## config.mk

```make
export PLATFORM = sky130hd
export DESIGN_NAME = pcm_frame_to_stereo_s16
export DESIGN_NICKNAME = d
export VERILOG_FILES = /design/src/hdl/pcm2st_pkg.sv /design/src/hdl/pcm_frame_to_stereo_s16.sv
export SDC_FILE = /design/constraint.sdc
export NUM_CORES = 2
export LEC_CHECK = 0
export ABC_AREA = 1
export BUFFER_PORTS_ARGS = -buffer_cell sky130_fd_sc_hd__buf_2
export CAP_MARGIN = 40
export CORE_AREA = 2 2 273 275
export CTS_CLUSTER_DIAMETER = 120
export DETAILED_ROUTE_END_ITERATION = 6
export DIE_AREA = 0 0 275 277
export PLACE_DENSITY_LB_ADDON = 0.08
export SLEW_MARGIN = 20
export SYNTH_ARGS = -nofsm -noshare
export SYNTH_HDL_FRONTEND = slang
export SYNTH_SLANG_ARGS = --single-unit
export TNS_END_PERCENT = 10
```

## constraint.sdc

```tcl
create_clock -name clk -period 6 [get_ports clk]
set_input_delay 0.6 -clock clk [delete_from_list [all_inputs] [get_ports clk]]
set_output_delay 0.6 -clock clk [all_outputs]
set_load 0.02 [all_outputs]
```

## src/hdl/pcm2st_pkg.sv

```systemverilog
package pcm2st_pkg;

  localparam int SAMPLE_W = 32;
  localparam int OUT_W    = 16;
  localparam int NUM_W    = 36;
  localparam int X_W      = 17;
  localparam int CFG_W    = 4;
  localparam int CFG_IDX_W = 2;

  localparam logic [2:0] FMT_INT16_IL = 3'd0;
  localparam logic [2:0] FMT_INT16_PL = 3'd1;
  localparam logic [2:0] FMT_FLOAT_PL = 3'd2;
  localparam logic [2:0] FMT_INT32_IL = 3'd3;
  localparam logic [2:0] FMT_INT32_PL = 3'd4;

  localparam logic [CFG_IDX_W-1:0] REG_FORMAT   = 2'd0;
  localparam logic [CFG_IDX_W-1:0] REG_CHANNELS = 2'd1;

  localparam logic [2:0] FORMAT_RST   = FMT_INT16_IL;
  localparam logic [3:0] CHANNELS_RST = 4'd2;

  localparam logic [1:0] DEN_1  = 2'd0;
  localparam logic [1:0] DEN_6  = 2'd1;
  localparam logic [1:0] DEN_12 = 2'd2;

  // full scale per divisor, Q7.28
  localparam logic signed [NUM_W-1:0] LIM_D1  = 36'sh010000000;
  localparam logic signed [NUM_W-1:0] LIM_D6  = 36'sh060000000;
  localparam logic signed [NUM_W-1:0] LIM_D12 = 36'sh0C0000000;

  localparam logic signed [OUT_W-1:0] FULL_SCALE = 16'sh7FFF;

  // ceil(2^19 / 3): exact floor(x / 3) for x below 2^19
  localparam logic [17:0] RECIP3       = 18'd174763;
  localparam int          RECIP3_SHIFT = 19;

  typedef struct packed {
    logic signed [SAMPLE_W-1:0] chan0_sample;
    logic signed [SAMPLE_W-1:0] chan1_sample;
    logic signed [SAMPLE_W-1:0] chan2_sample;
    logic signed [SAMPLE_W-1:0] chan3_sample;
    logic signed [SAMPLE_W-1:0] chan4_sample;
    logic signed [SAMPLE_W-1:0] chan5_sample;
    logic                       frame_last_in;
  } in_t;

  typedef struct packed {
    logic signed [OUT_W-1:0] left_out;
    logic signed [OUT_W-1:0] right_out;
    logic                    fault;
    logic                    frame_last_out;
  } out_t;

endpackage

```

## src/hdl/pcm_frame_to_stereo_s16.sv

```systemverilog
// Channel  Direction  Handshake          Payload
// in_      input      in_valid/in_stall  pcm2st_pkg::in_t  (six samples, last mark)
// out_     output     out_valid/out_stall pcm2st_pkg::out_t (stereo pair, fault, last)
// cfg_     input      cfg_we             cfg_index, cfg_wdata
//
// One item per cycle unless out_stall holds the output; an item passes the stage 1 and 2 registers to out_r.
// Stage 1 forms the downmix sums, stage 2 clamps and scales by 32767,
// stage 3 divides by three through a reciprocal multiply for divisors 6 and 12 and drives out_data.
// rst_n is synchronous; it empties the pipeline and restores the registers.
// A stall holds each full stage; in_stall rises only when all three are full.
module pcm_frame_to_stereo_s16 (
  input  logic                                clk,
  input  logic                                rst_n,
  input  logic                                in_valid,
  output logic                                in_stall,
  input  pcm2st_pkg::in_t                     in_data,
  output logic                                out_valid,
  input  logic                                out_stall,
  output pcm2st_pkg::out_t                    out_data,
  input  logic                                cfg_we,
  input  logic [pcm2st_pkg::CFG_IDX_W-1:0]    cfg_index,
  input  logic [pcm2st_pkg::CFG_W-1:0]        cfg_wdata
);

  typedef struct packed {
    logic                 sat_pos;
    logic                 sat_neg;
    logic                 neg;
    logic [pcm2st_pkg::X_W-1:0] x;
  } scl_t;

  logic [2:0] sample_format_r;
  logic [3:0] channel_count_r;

  // stage 1
  logic                                    s1_v_r;
  logic                                    s1_fault_r, s1_float_r, s1_last_r;
  logic [1:0]                              s1_den_r;
  logic signed [pcm2st_pkg::NUM_W-1:0]     s1_num_l_r, s1_num_r_r;
  logic signed [pcm2st_pkg::OUT_W-1:0]     s1_int_l_r, s1_int_r_r;

  // stage 2
  logic                                    s2_v_r;
  logic                                    s2_fault_r, s2_float_r, s2_last_r;
  logic [1:0]                              s2_den_r;
  scl_t                                    s2_l_r, s2_r_r;
  logic signed [pcm2st_pkg::OUT_W-1:0]     s2_int_l_r, s2_int_r_r;

  // stage 3
  logic                                    out_v_r;
  pcm2st_pkg::out_t                        out_r;

  logic adv1, adv2, adv3;

  logic                                    s1_fault_nxt, s1_float_nxt;
  logic [1:0]                              s1_den_nxt;
  logic signed [pcm2st_pkg::NUM_W-1:0]     s1_num_l_nxt, s1_num_r_nxt;
  logic signed [pcm2st_pkg::OUT_W-1:0]     s1_int_l_nxt, s1_int_r_nxt;
  logic signed [pcm2st_pkg::NUM_W-1:0]     c0, c1, c2, c3, c4, c5, common;

  scl_t                                    s2_l_nxt, s2_r_nxt;
  logic signed [pcm2st_pkg::OUT_W-1:0]     fl_l, fl_r;
  pcm2st_pkg::out_t                        out_nxt;

  assign adv3      = !out_v_r || !out_stall;
  assign adv2      = !s2_v_r || adv3;
  assign adv1      = !s1_v_r || adv2;
  assign in_stall  = !adv1;
  assign out_valid = out_v_r;
  assign out_data  = out_r;

  always_ff @(posedge clk) begin
    if (!rst_n) begin
      sample_format_r <= pcm2st_pkg::FORMAT_RST;
      channel_count_r <= pcm2st_pkg::CHANNELS_RST;
    end else if (cfg_we) begin
      case (cfg_index)
        pcm2st_pkg::REG_FORMAT:   sample_format_r <= cfg_wdata[2:0];
        pcm2st_pkg::REG_CHANNELS: channel_count_r <= cfg_wdata;
        default: ;
      endcase
    end
  end

  // ---------------- stage 1: select and sum
  always_comb begin
    c0 = pcm2st_pkg::NUM_W'(in_data.chan0_sample);
    c1 = pcm2st_pkg::NUM_W'(in_data.chan1_sample);
    c2 = pcm2st_pkg::NUM_W'(in_data.chan2_sample);
    c3 = pcm2st_pkg::NUM_W'(in_data.chan3_sample);
    c4 = pcm2st_pkg::NUM_W'(in_data.chan4_sample);
    c5 = pcm2st_pkg::NUM_W'(in_data.chan5_sample);
    common = (c2 <<< 1) + (c3 <<< 1);

    s1_fault_nxt = 1'b0;
    s1_float_nxt = 1'b0;
    s1_den_nxt   = pcm2st_pkg::DEN_1;
    s1_num_l_nxt = c0;
    s1_num_r_nxt = c1;
    s1_int_l_nxt = in_data.chan0_sample[15:0];
    s1_int_r_nxt = in_data.chan1_sample[15:0];

    case (sample_format_r)
      pcm2st_pkg::FMT_INT16_IL: begin
        s1_fault_nxt = channel_count_r < 4'd2;
      end
      pcm2st_pkg::FMT_INT16_PL: begin
        s1_fault_nxt = channel_count_r == 4'd0;
        if (channel_count_r == 4'd1) begin
          s1_int_r_nxt = in_data.chan0_sample[15:0];
        end else if (channel_count_r > 4'd2) begin
          s1_int_r_nxt = in_data.chan2_sample[15:0];
        end
      end
      pcm2st_pkg::FMT_FLOAT_PL: begin
        s1_fault_nxt = channel_count_r == 4'd0;
        s1_float_nxt = 1'b1;
        case (channel_count_r)
          4'd1: begin
            s1_num_r_nxt = c0;
          end
          4'd3: begin
            s1_den_nxt   = pcm2st_pkg::DEN_6;
            s1_num_l_nxt = (c0 <<< 2) + c0 + c2;
            s1_num_r_nxt = (c1 <<< 2) + c1 + c2;
          end
          4'd6: begin
            s1_den_nxt   = pcm2st_pkg::DEN_12;
            s1_num_l_nxt = (c0 <<< 3) - c0 + common + c4;
            s1_num_r_nxt = (c1 <<< 3) - c1 + common + c5;
          end
          default: ;
        endcase
      end
      pcm2st_pkg::FMT_INT32_IL: begin
        s1_fault_nxt = channel_count_r < 4'd2;
        s1_int_l_nxt = in_data.chan0_sample[31:16];
        s1_int_r_nxt = in_data.chan1_sample[31:16];
      end
      pcm2st_pkg::FMT_INT32_PL: begin
        s1_fault_nxt = channel_count_r == 4'd0;
        s1_int_l_nxt = in_data.chan0_sample[31:16];
        if (channel_count_r == 4'd1) begin
          s1_int_r_nxt = in_data.chan0_sample[31:16];
        end else if (channel_count_r == 4'd2) begin
          s1_int_r_nxt = in_data.chan1_sample[31:16];
        end else begin
          s1_int_r_nxt = in_data.chan2_sample[31:16];
        end
      end
      default: begin
        s1_fault_nxt = 1'b1;
      end
    endcase
  end

  always_ff @(posedge clk) begin
    if (!rst_n) begin
      s1_v_r <= 1'b0;
    end else if (adv1) begin
      s1_v_r <= in_valid;
    end
  end

  always_ff @(posedge clk) begin
    if (adv1 && in_valid) begin
      s1_fault_r <= s1_fault_nxt;
      s1_float_r <= s1_float_nxt;
      s1_last_r  <= in_data.frame_last_in;
      s1_den_r   <= s1_den_nxt;
      s1_num_l_r <= s1_num_l_nxt;
      s1_num_r_r <= s1_num_r_nxt;
      s1_int_l_r <= s1_int_l_nxt;
      s1_int_r_r <= s1_int_r_nxt;
    end
  end

  // ---------------- stage 2: clamp, |num| * 32767, drop the power of two
  function automatic scl_t scale(input logic signed [pcm2st_pkg::NUM_W-1:0] num,
                                 input logic [1:0] den);
    logic signed [pcm2st_pkg::NUM_W-1:0] lim;
    logic [pcm2st_pkg::NUM_W-1:0]        mag;
    logic [46:0]                         p;
    scl_t                                s;
    case (den)
      pcm2st_pkg::DEN_6:  lim = pcm2st_pkg::LIM_D6;
      pcm2st_pkg::DEN_12: lim = pcm2st_pkg::LIM_D12;
      default:            lim = pcm2st_pkg::LIM_D1;
    endcase
    s.sat_pos = num > lim;
    s.sat_neg = num < -lim;
    s.neg     = num[pcm2st_pkg::NUM_W-1];
    mag       = s.neg ? pcm2st_pkg::NUM_W'(-num) : pcm2st_pkg::NUM_W'(num);
    p         = ({15'd0, mag[31:0]} << 15) - {15'd0, mag[31:0]};
    case (den)
      pcm2st_pkg::DEN_6:  s.x = p[29 +: pcm2st_pkg::X_W];
      pcm2st_pkg::DEN_12: s.x = p[30 +: pcm2st_pkg::X_W];
      default:            s.x = p[28 +: pcm2st_pkg::X_W];
    endcase
    return s;
  endfunction

  assign s2_l_nxt = scale(s1_num_l_r, s1_den_r);
  assign s2_r_nxt = scale(s1_num_r_r, s1_den_r);

  always_ff @(posedge clk) begin
    if (!rst_n) begin
      s2_v_r <= 1'b0;
    end else if (adv2) begin
      s2_v_r <= s1_v_r;
    end
  end

  always_ff @(posedge clk) begin
    if (adv2 && s1_v_r) begin
      s2_fault_r <= s1_fault_r;
      s2_float_r <= s1_float_r;
      s2_last_r  <= s1_last_r;
      s2_den_r   <= s1_den_r;
      s2_l_r     <= s2_l_nxt;
      s2_r_r     <= s2_r_nxt;
      s2_int_l_r <= s1_int_l_r;
      s2_int_r_r <= s1_int_r_r;
    end
  end

  // ---------------- stage 3: divide by three, sign, clamp, select
  function automatic logic signed [pcm2st_pkg::OUT_W-1:0] finish(input scl_t s,
                                                                 input logic [1:0] den);
    logic [34:0]                         prod;
    logic [pcm2st_pkg::OUT_W-1:0]        q;
    logic signed [pcm2st_pkg::OUT_W-1:0] v;
    prod = {18'd0, s.x} * {17'd0, pcm2st_pkg::RECIP3};
    q    = (den == pcm2st_pkg::DEN_1) ? s.x[pcm2st_pkg::OUT_W-1:0]
                                      : prod[pcm2st_pkg::RECIP3_SHIFT +: pcm2st_pkg::OUT_W];
    if (s.sat_pos) begin
      v = pcm2st_pkg::FULL_SCALE;
    end else if (s.sat_neg) begin
      v = -pcm2st_pkg::FULL_SCALE;
    end else if (s.neg) begin
      v = -q;
    end else begin
      v = q;
    end
    return v;
  endfunction

  assign fl_l = finish(s2_l_r, s2_den_r);
  assign fl_r = finish(s2_r_r, s2_den_r);

  always_comb begin
    out_nxt.fault          = s2_fault_r;
    out_nxt.frame_last_out = s2_last_r;
    if (s2_fault_r) begin
      out_nxt.left_out  = '0;
      out_nxt.right_out = '0;
    end else if (s2_float_r) begin
      out_nxt.left_out  = fl_l;
      out_nxt.right_out = fl_r;
    end else begin
      out_nxt.left_out  = s2_int_l_r;
      out_nxt.right_out = s2_int_r_r;
    end
  end

  always_ff @(posedge clk) begin
    if (!rst_n) begin
      out_v_r <= 1'b0;
    end else if (adv3) begin
      out_v_r <= s2_v_r;
    end
  end

  always_ff @(posedge clk) begin
    if (adv3 && s2_v_r) begin
      out_r <= out_nxt;
    end
  end

  // ---------------- checks
  a_fault_zero: assert property (@(posedge clk) disable iff (!rst_n)
    out_valid && out_data.fault |-> out_data.left_out == '0 && out_data.right_out == '0)
    else $error("faulted item carries nonzero samples");

  a_float_range: assert property (@(posedge clk) disable iff (!rst_n)
    s2_v_r && s2_float_r |-> fl_l != 16'sh8000 && fl_r != 16'sh8000)
    else $error("float path beyond full scale");

  a_stall_full: assert property (@(posedge clk) disable iff (!rst_n)
    in_stall |-> s1_v_r && s2_v_r && out_v_r)
    else $error("input stalled with a free stage");

  a_hold: assert property (@(posedge clk) disable iff (!rst_n)
    s2_v_r && out_v_r && out_stall |=> s2_v_r && out_v_r)
    else $error("item dropped under stall");

  a_reset: assert property (@(posedge clk)
    !rst_n |=> !out_valid && !s1_v_r && !s2_v_r)
    else $error("pipeline not empty after reset");

endmodule
```

==> results.json <==
{
  "fin_nets": 7581,
  "use_met1": 0.4989,
  "die_w_um": 275,
  "hold_viol": 0,
  "yosys.area_share.adder": 0.3156,
  "fin_crit_sh": 1.011,
  "violations": "design-rule violations, negative setup slack",
  "switchingPower_w": 0.01767,
  "reg2reg_slack_ns": -0.07,
  "clockBufferDepth": 3,
  "reg2reg_to": "out_data[33]",
  "avgSynthCellArea_sq_um": 7.142,
  "worstSetupPathType": "reg2reg",
  "fp-row-count": 100,
  "maxSlewViolCount": 0,
  "rr_worst_depth": 28,
  "r2r_start": "s2_l_r[4]",
  "period_needed_ns": 6.066,
  "drt_first_pass_iters": 7,
  "fmax_mhz": 164.8,
  "track_usage": 0.4281,
  "p_per_area_nw_per_um2": 652.7,
  "p_sw_frac": 0.5411,
  "synth_compound_area_frac": 0.1376,
  "cp-start-kind": "flip-flop",
  "clock-sinks": 230,
  "status": "finished, violations left",
  "grt_pass1_vias": 42966,
  "setup_ws_ns": -0.06627,
  "initialDrtViolationCount": 4506,
  "synth_cells": 5882,
  "h-tree-depth": 1,
  "synth_simple_gate_area_frac": 0.2503,
  "detail-route-antenna-nets": 0,
  "die_area_sq_um": 76180,
  "netlist_area_sq_um": 42010,
  "yosysUniqueCellTypes": 71,
  "setup_viol": 2,
  "cts-root-buf": "clkbuf_16",
  "rsz0062_at_grt": "true",
  "grt-ovfl-total": 0,
  "required_ns": 6.32,
  "grt_use_met2": 0.6947,
  "clockPowerShare": 0.053,
  "drive_above_1_share": 0.1785,
  "synth_edf_count": 220,
  "place.gp.congestion": 1.084,
  "cts_tree": "done",
  "start_util": 0.5710,
  "power_leakage_nw": 25.12,
  "drv_cap": 0,
  "clkLatencyLatePin_ns": 0.59,
  "cpMaxStageDelayCell": "fa_2",
  "skew_ns": 0.01887,
  "vias_per_cell": 5.889,
  "drc": 1,
  "nFillCells": 6263,
  "dieHeight_um": 277,
  "yosysWarnings": 0,
  "setup.worst_path.start": "s2_l_r[4]",
  "synth_xor_area_frac": 0.02436,
  "yosys.area.top_type_share": 0.1730,
  "crit_arrival_ns": 6.39,
  "synth_top_family_by_area": "adder cells",
  "async_flop_share": 0,
  "cp-endpoint": "out_data[33]",
  "cts_made_buffers": 27,
  "core_area_sq_um": 73570,
  "p_int_w": 0.01499,
  "antenna_found_initial": 26,
  "synth_top_area_cell": "fa_1",
  "p_seq_frac": 0.061,
  "slew_headroom": 0.4217,
  "synthMuxAreaShare": 0,
  "hpwl_um": 139100,
  "final_cell_mix": "1201 x nand2_1, 1080 x inv_1, 459 x buf_4",
  "synthTopCellsByArea": "fa_1 17%, edfxtp_1 16%, ha_1 14%",
  "grt_first_pass_wirelength_um": 246500,
  "io_buffers": 239,
  "cp_common_cell": "nand3_1",
  "vias": 44406,
  "critPathMaxStageDelay_ns": 0.56,
  "pre_cts_ws_ns": -0.2940,
  "met3_usage": 0.07960,
  "worstMarginPinSlew_ns": 0.8665,
  "grt_max_degree": 110,
  "ir_drop_v": 0.001449,
  "p_comb_frac": 0.886,
  "hold_path_class": "in2reg",
  "final_area_sq_um": 50050,
  "ys_seq_elements": 230,
  "ys_seq_area_frac": 0.1620,
  "busiest_layer": "met2",
  "worstSetupEndpointType": "flip-flop",
  "final_common_cell": "nand2_1",
  "dpl_cell_area_sq_um": 47450,
  "wl_um": 168000,
  "syn2layout_area_growth_pct": 19.12,
  "critPathMaxFanout": 3,
  "clk_pin_slew_worst_paths_ns": 0.06,
  "synth_flop_cell": "edfxtp_1",
  "ios": 240,
  "wl_per_cell_um": 22.28
}
## layer usage
metal / wire length, um / vias to the layer above
met2: 76060 / 2549
met5: 104 / -
met3: 15710 / 754
met1: 59930 / 20529
met4: 16200 / 16
li1: - / 20558
## repair_timing
action                                 in CTS  in global routing
endpoints found under the hold margin       0                  0
resized for setup                         163                189
setup endpoints to repair                  26                 31
hold buffers                                0                  0
pin swaps                                  76                134
buffers inserted                           14                 19
## how the worst min path moves through the flow
| stage | start | endpoint | slack, ns | cells after the start |
|---|---|---|---|---|
| 2_1_floorplan | s2_last_r | out_data[0] | 0.40 | 0 |
| 3_3_place_gp | s1_int_l_r[4] | s2_int_l_r[4] | 0.40 | 0 |
| 3_5_place_dp | s1_int_l_r[1] | s2_int_l_r[1] | 0.40 | 0 |
| 4_1_cts | in_data[0] | s1_last_r | 0.19 | 1 |
| 5_1_grt | in_data[0] | s1_last_r | 0.20 | 1 |
| 6_report | in_data[0] | s1_last_r | 0.21 | 1 |
## power groups by stage
| stage | registers [W] | logic (W) | clock network (W) |
|---|---|---|---|
| floorplan | 0.00201 | 0.0138 | 0 |
| global placement | 0.00202 | 0.0221 | 0 |
| detailed placement | 0.00202 | 0.0224 | 0 |
| CTS | 0.00199 | 0.0249 | 0.00172 |
| global route | 0.00201 | 0.0316 | 0.00177 |
| finish | 0.00200 | 0.0289 | 0.00172 |
## flip-flops by register name (all words and copies together) (netlist names), 2 cells and up
signal / flops
s2_r_r: 20
sample_format_r: 3
s2_int_r_r: 16
s1_int_l_r: 16
s1_num_l_r: 36
out_data: 34
s1_den_r: 2
s2_l_r: 20
s2_int_l_r: 16
s1_num_r_r: 36
channel_count_r: 4
s1_int_r_r: 16
s2_den_r: 2
## cell type report
cell class	count	area (sq um)	share of cell area
tap	969	1212	0.02423
timing repair buffer	709	4803	0.09598
clock inverter	21	225.2	0.004500
sequential	230	6807	0.1360
multi-input combinational	4431	32010	0.6396
antenna	15	37.54	0.0007500
inverter	1136	4269	0.08530
clock buffer	29	683.2	0.01365
## cells by family after synthesis
| group | count (synthesis) |
|---|---|
| AND/OR/NAND/NOR | 2445 |
| buffers and inverters | 1224 |
| AO/OA/AOI/OAI | 1027 |
| adder cells (fa/ha/maj) | 842 |
| flip-flops | 230 |
| XOR/XNOR | 113 |
| other | 1 |
## synth_stat cells, types with 13 or more instances
library cell	instances
o221ai_1	13
ha_1	479
o21ai_1	32
clkbuf_1	63
nor3_1	55
o21bai_1	30
nand2_1	1275
nor4_1	20
a31oi_1	46
nor2_1	462
nand4_1	74
o21ai_0	340
buf_2	16
fa_1	363
edfxtp_1	220
a21o_1	33
xor2_1	77
o21a_1	14
a21oi_1	409
inv_2	20
o211ai_1	18
inv_1	1113
nand3b_1	30
nand3_1	416
nor2_2	21
xnor2_1	33
or2_2	43
nand2_2	16
## stage by stage
step	std cells	utilization	power (W)	hold slack, ns	setup TNS (ns)
after floorplan	5885	-	0.01582	0.4003	0
final	7540	0.6802	0.03266	0.2069	-0.08643
after CTS	7506	0.6672	0.02856	0.1878	-0.01620
after global routing	7529	0.6799	0.03536	0.2009	-5.154
after global placement	7439	0.6443	0.02410	0.4016	-1.778
after detailed placement	7442	0.6450	0.02442	0.4045	-4.123
## worst max-delay path, delay by kind of cell (launching register included)
family                   cells  cell delay, ns
adder cells (fa/ha/maj)      7            3.24
AND/OR/NAND/NOR             11            1.15
AO/OA/AOI/OAI                4            0.51
buffers and inverters        6            0.49
flip-flops                   1            0.43
Note: power is estimated with default switching activity, not from simulation.
